<file path="src/rtl/core/feba_pkg.sv">
// Shared types, constants and helpers of the free extent block allocator.
`default_nettype none
package feba_pkg;

   localparam int MAX_FREE = 64;
   localparam int IDX_W    = $clog2(MAX_FREE);
   localparam int CNT_W    = $clog2(MAX_FREE + 1);

   localparam logic [1:0] ST_OK        = 2'd0;
   localparam logic [1:0] ST_NOT_AVAIL = 2'd1;
   localparam logic [1:0] ST_FULL      = 2'd2;
   localparam logic [1:0] ST_TABLE     = 2'd3;

   localparam logic       OP_CLAIM = 1'b0;
   localparam logic       OP_ALLOC = 1'b1;

   localparam logic [4:0] SHIFT_RESET = 5'd11;

   typedef struct packed {
      logic        opcode;
      logic [31:0] start_block;
      logic [31:0] length_bytes;
      logic        contiguous;
   } req_type;

   typedef struct packed {
      logic [1:0]  status;
      logic [31:0] location;
      logic [31:0] granted_bytes;
   } rsp_type;

   typedef struct packed {
      logic [31:0] start;
      logic [31:0] blocks;
   } entry_type;

   typedef struct packed {
      logic             en;
      logic [IDX_W-1:0] addr;
      entry_type        data;
   } wr_type;

   typedef struct packed {
      logic             en;
      logic [IDX_W-1:0] addr;
   } rd_type;

   function automatic logic [31:0] to_bytes_sat(input logic [31:0] blocks,
                                                input logic [4:0] shift);
      logic [62:0] wide;
      wide = {31'd0, blocks} << shift;
      if (|wide[62:32]) begin
         return 32'hffffffff;
      end
      return wide[31:0];
   endfunction

endpackage
`default_nettype wire

</file>
<file path="src/rtl/core/feba_table.sv">
// Free extent table memory: one write port, one registered read port.
`default_nettype none
module feba_table (
   input  wire logic                clock,
   input  wire feba_pkg::wr_type    wr,
   input  wire feba_pkg::rd_type    rd,
   output feba_pkg::entry_type      rd_data
);
   import feba_pkg::*;

   entry_type mem [MAX_FREE];
   entry_type rd_data_ff;

   always_ff @(posedge clock) begin
      if (wr.en) begin
         mem[wr.addr] <= wr.data;
      end
      if (rd.en) begin
         rd_data_ff <= mem[rd.addr];
      end
   end

   assign rd_data = rd_data_ff;

endmodule
`default_nettype wire

</file>
<file path="config.mk">
export PLATFORM = sky130hd
export DESIGN_NAME = feba_table
export DESIGN_NICKNAME = d
export VERILOG_FILES = /design/src/rtl/core/feba_pkg.sv /design/src/rtl/core/feba_table.sv
export SDC_FILE = /design/constraint.sdc
export NUM_CORES = 2
export LEC_CHECK = 0
export BUFFER_PORTS_ARGS = -buffer_cell sky130_fd_sc_hd__buf_2
export CAP_MARGIN = 10
export CORE_MARGIN = 2
export CORE_UTILIZATION = 30
export CTS_BUF_LIST = sky130_fd_sc_hd__clkbuf_8
export CTS_CLUSTER_SIZE = 30
export DETAILED_ROUTE_END_ITERATION = 8
export PLACE_DENSITY = 0.43
export SLEW_MARGIN = 5
export SYNTH_ARGS = -nofsm -noshare
export SYNTH_HDL_FRONTEND = slang
export SYNTH_SLANG_ARGS = --single-unit
export TNS_END_PERCENT = 1
</file>
<file path="constraint.sdc">
create_clock -name clock -period 6.6 [get_ports clock]
set_clock_uncertainty 0.1 [all_clocks]
set_input_delay 0.33 -clock clock [delete_from_list [all_inputs] [get_ports clock]]
set_output_delay 0.33 -clock clock [all_outputs]
set_load 0.1 [all_outputs]
</file>
# [After elaboration in Yosys (flattened, before gate mapping)]
# Memory sizes are Yosys's and may differ from the RTL's. A register that Yosys moved wholly into a read port is not among the register bits.
# Cells that the tools add are included.
[word_totals] register_bits=0 word_cells=3 memories=1 mem_bits_rw=4096 input_bits=79 out_inout_bits=64
[op_classes] mux=2
[mem_list] memory="mem" words=64 width=64 rd=1 rd_ports_with_merged_regs=1 wr=1 line_no="feba_table.sv:11" source="entry_type mem [MAX_FREE];"
[ops] op="1-bit two-way mux" count=2

# [Longest topological paths before layout]
[logic_depth] depth_word=2 ltp_mapped=9 mapped_depth_nobuf=5

# [Worst setup path before layout]
# Ideal clock, no wire load.
[synth_path] path_type="input port to flip-flop" startpoint="in wr[67] (netlist bit)" endpoint="mem mem[48][0] (netlist bit) (enable)" n_path_buf=1 arrival_time_ns=5.202 cell_stages=4 slack_ns=0.734 setup_time_ns=0.564 required_ns=5.936 path_cell_list="clkbuf_1 nor2b_1 nand4b_1 nor3_1"
[synth_lines] element="start, declared" line_no="feba_table.sv:5" source="input wire feba_pkg::wr_type wr,"
[synth_lines] element="end, declared" line_no="feba_table.sv:11"
# No word-level cell before the write port.

==> flow_summary_export.csv <==
group,metric,value,unit
run_status,status,"finished, final reports clean",
clock_tree,cts_root_buffer,"clkbuf_8",
final_layout,final-instance-count-excl-fill,14800,
worst_setup_path,cp_common_cell,"dlygate4sd3_1",
routing,drc,0,
final_layout,multi_input_area,30800,um2
worst_setup_path,path_cells,"dlygate4sd3_1 > buf_12 > buf_12 > buf_4 > mux4_2 > nor2b_1 > a211oi_1 > o22ai_1 > dlygate4sd3_1 > and3_1 > dlygate4sd3_1",
sta,slew_headroom,12.8,%
logic_synthesis,synth-seq-cells,4160,
clock_tree,cts_sinks,4160,
power,p_leak,0.0560,uW
sta,layout_min_cycle_time,3.90,ns
sta,fmax,256,MHz
clock_tree,cts.repair.resized,0,
worst_setup_path,crit_family,"buffers and inverters",
grt,grt_overflow,0,
final_layout,fillerInstances,48400,
grt,gr-max-usage-layer,"met2",
logic_synthesis,yosysMostFrequentCell,"edfxtp_1",
floorplan,ios,143,
clock_tree,clk_pin_slew_worst_paths,0.06,ns
sta,hold_viol,0,
clock_tree,clk_latency,1.28,ns
place,placed_cells,13500,
worst_setup_path,cp-end-kind,"flip-flop",
grt,grt_use_met2,30.9,%
routing,initialDrtViolationCount,8540,
logic_synthesis,ys_warn_count,0,
routing,num_vias,77000,
final_layout,area_delta_synth_final,15.2,%
routing,postRouteAntennaNets,0,
worst_setup_path,cp_data_required_time,7.53,ns
sta,whs,0.154,ns
floorplan,die_w,727,um
grt,grt_max_degree,100,
routing,wl_per_cell,34.3,um
logic_synthesis,synth-edff-count,4160,
floorplan,die_area,529000,um2
grt,antenna_found_initial,57,
logic_synthesis,ys_top_cells_by_count,"edfxtp_1, mux4_2, buf_2",
hold_path,min-delay-path-class,"in2reg",
floorplan,row_count,265,
flow_run,cap_violations,0,
logic_synthesis,netlist_instances,6598,
final_layout,drive_above_1_share,29.2,%
worst_setup_path,slowest_delay,0.61,ns
floorplan,initial_utilization,30.1,%
sta,rsz0062_at_grt,"no",
logic_synthesis,synth.area.top_cells,"edfxtp_1, mux4_2, mux2i_1",
routing,routed_wl,508,mm
logic_synthesis,ys_seq_area_share,79.6,%
clock_tree,cts_tree,"built",
place,hpwl,261,mm
clock_tree,cts_buffer_depth,4,
worst_setup_path,crit_path_start_kind,"primary input",
logic_synthesis,yosysTopAreaCellShare,79.6,%
sta,setup_violations,0,
grt,grt_pass1_wl,690,mm
grt,met1_usage,26.8,%
power,peakVddDrop,0.194,mV
floorplan,coreArea,521000,um2
clock_tree,numCtsBuffers,700,
clock_tree,cts_setup_buffers,0,
floorplan,die_y,727,um
logic_synthesis,synth-async-reset-ratio,0,%
logic_synthesis,syn_area_per_cell,23.8,um2
final_layout,ff_latch_area,125000,um2
worst_setup_path,critPathKind,"in2reg",
sta,drv_slew,0,
worst_setup_path,slowest_stage,"dlygate4sd3_1",
clock_tree,htree_levels,6,
sta,fin_tns_setup,0,ns
worst_setup_path,worst_ep_arrival_time,4.83,ns
logic_synthesis,syn-cell-area,157000,um2
worst_setup_path,cp_num_buf_inv,6,
routing,drtPass1Iterations,5,
sta,post-route-period-util,59.1,%
logic_synthesis,synth_top_area_cell,"edfxtp_1",
worst_setup_path,path_max_fanout,71,
logic_synthesis,syn-num-nets,6677,
sta,worst-slew-pin-transition,1.31,ns
clock_tree,ctsHoldBuffers,83,
logic_synthesis,synth-main-ff-cell,"edfxtp_1",
logic_synthesis,ys_types,32,
routing,viasPerCell,5.19,
grt,grt_pass1_vias,80300,
final_layout,finalNetCount,7447,
place,portBuffers,142,
power,power_density,294,nW/um2
grt,use_met3,2.55,%
grt,grt_use_total,18.8,%
place,place.gp.congestion,0.730,
==> through the flow <==
step | worst slack, ns | total power [uW] | utilization [%] | area [um2]
2_1_floorplan | 0.734 | 31600 | - | 157000
4_1_cts | 2.66 | 53900 | 34.7 | 181000
6_report | 2.70 | 53200 | 34.7 | 181000
3_3_place_gp | 2.55 | 32800 | 32.2 | 168000
5_1_grt | 2.50 | 55200 | 34.7 | 181000
3_5_place_dp | 2.48 | 32900 | 32.2 | 168000
==> worst paths after layout <==
check | start | end | slack, ns | cells after the start
worst max-delay path | rd[0] | rd_data[16] | 2.70 | 11
worst min register to register | mem[46][2] | rd_data[2] | 0.78 | 4
worst min-delay path | rd[6] | rd_data[19] | 0.15 | 2
worst max register to register | mem[23][16] | rd_data[16] | 3.57 | 6
==> cells in the final DEF, fill, tap and decap left out, types with 3 or more instances in the layout <==
cell type      instances
edfxtp_1            4160
mux4_2              1024
clkbuf_8             708
inv_1                247
a22oi_1              168
clkinv_1             168
buf_2                138
buf_4                136
mux2i_1              135
a22o_1                88
dlygate4sd3_1         84
o22ai_1               83
buf_12                75
nor2_4                65
and3_1                64
a211oi_1              63
nand2_1               54
nor2_1                47
clkinv_2              47
nand3_1               45
o221ai_1              38
or3_1                 29
or2_2                 28
a41oi_1               26
nor2b_1               24
a2bb2oi_1             19
a31oi_1               18
clkinvlp_4            18
inv_6                 16
bufinv_16             11
nand2b_1               9
diode_2                8
inv_8                  6
clkinv_8               5
nor2b_4                3
==> registers in the layout, summed over array words and instances, names as in the netlist <==
| register | cells |
|---|---|
| mem | 4096 |
| rd_data | 64 |
==> metal layers <==
layer  part of all wire [%]  wire [um]
met1                     45     227000
met5                 0.0081         41
met2                     48     244000
met4                    2.2      11000
met3                    5.2      26200
==> power by group <==
part | switching [uW] | internal, uW
combinational | 1940 | 938
clock | 10500 | 10400
sequential | 121 | 29300
==> cell families (layout without fill, tap and decap cells) <==
group,Yosys count,after routing,synth area share [%]
flops,4160,4160,79.6
mux,1159,1159,15.6
other cells,0,8,0
compound gates,504,504,2.47
simple gates,386,386,1.23
buf+inv,389,1666,1.18
==> layout make-up <==
| cell class | instances | share of cell area (%) |
|---|---|---|
| inverters | 19 | 0.0394 |
| flip-flops and latches | 4160 | 69.1 |
| well taps | 6942 | 4.80 |
| clock buffers | 708 | 5.39 |
| multi-input cells | 2049 | 17.0 |
| clock inverters | 501 | 1.39 |
| repair buffers | 438 | 2.29 |
| diodes | 8 | 0.0111 |
(Power assumes the default switching activity.)
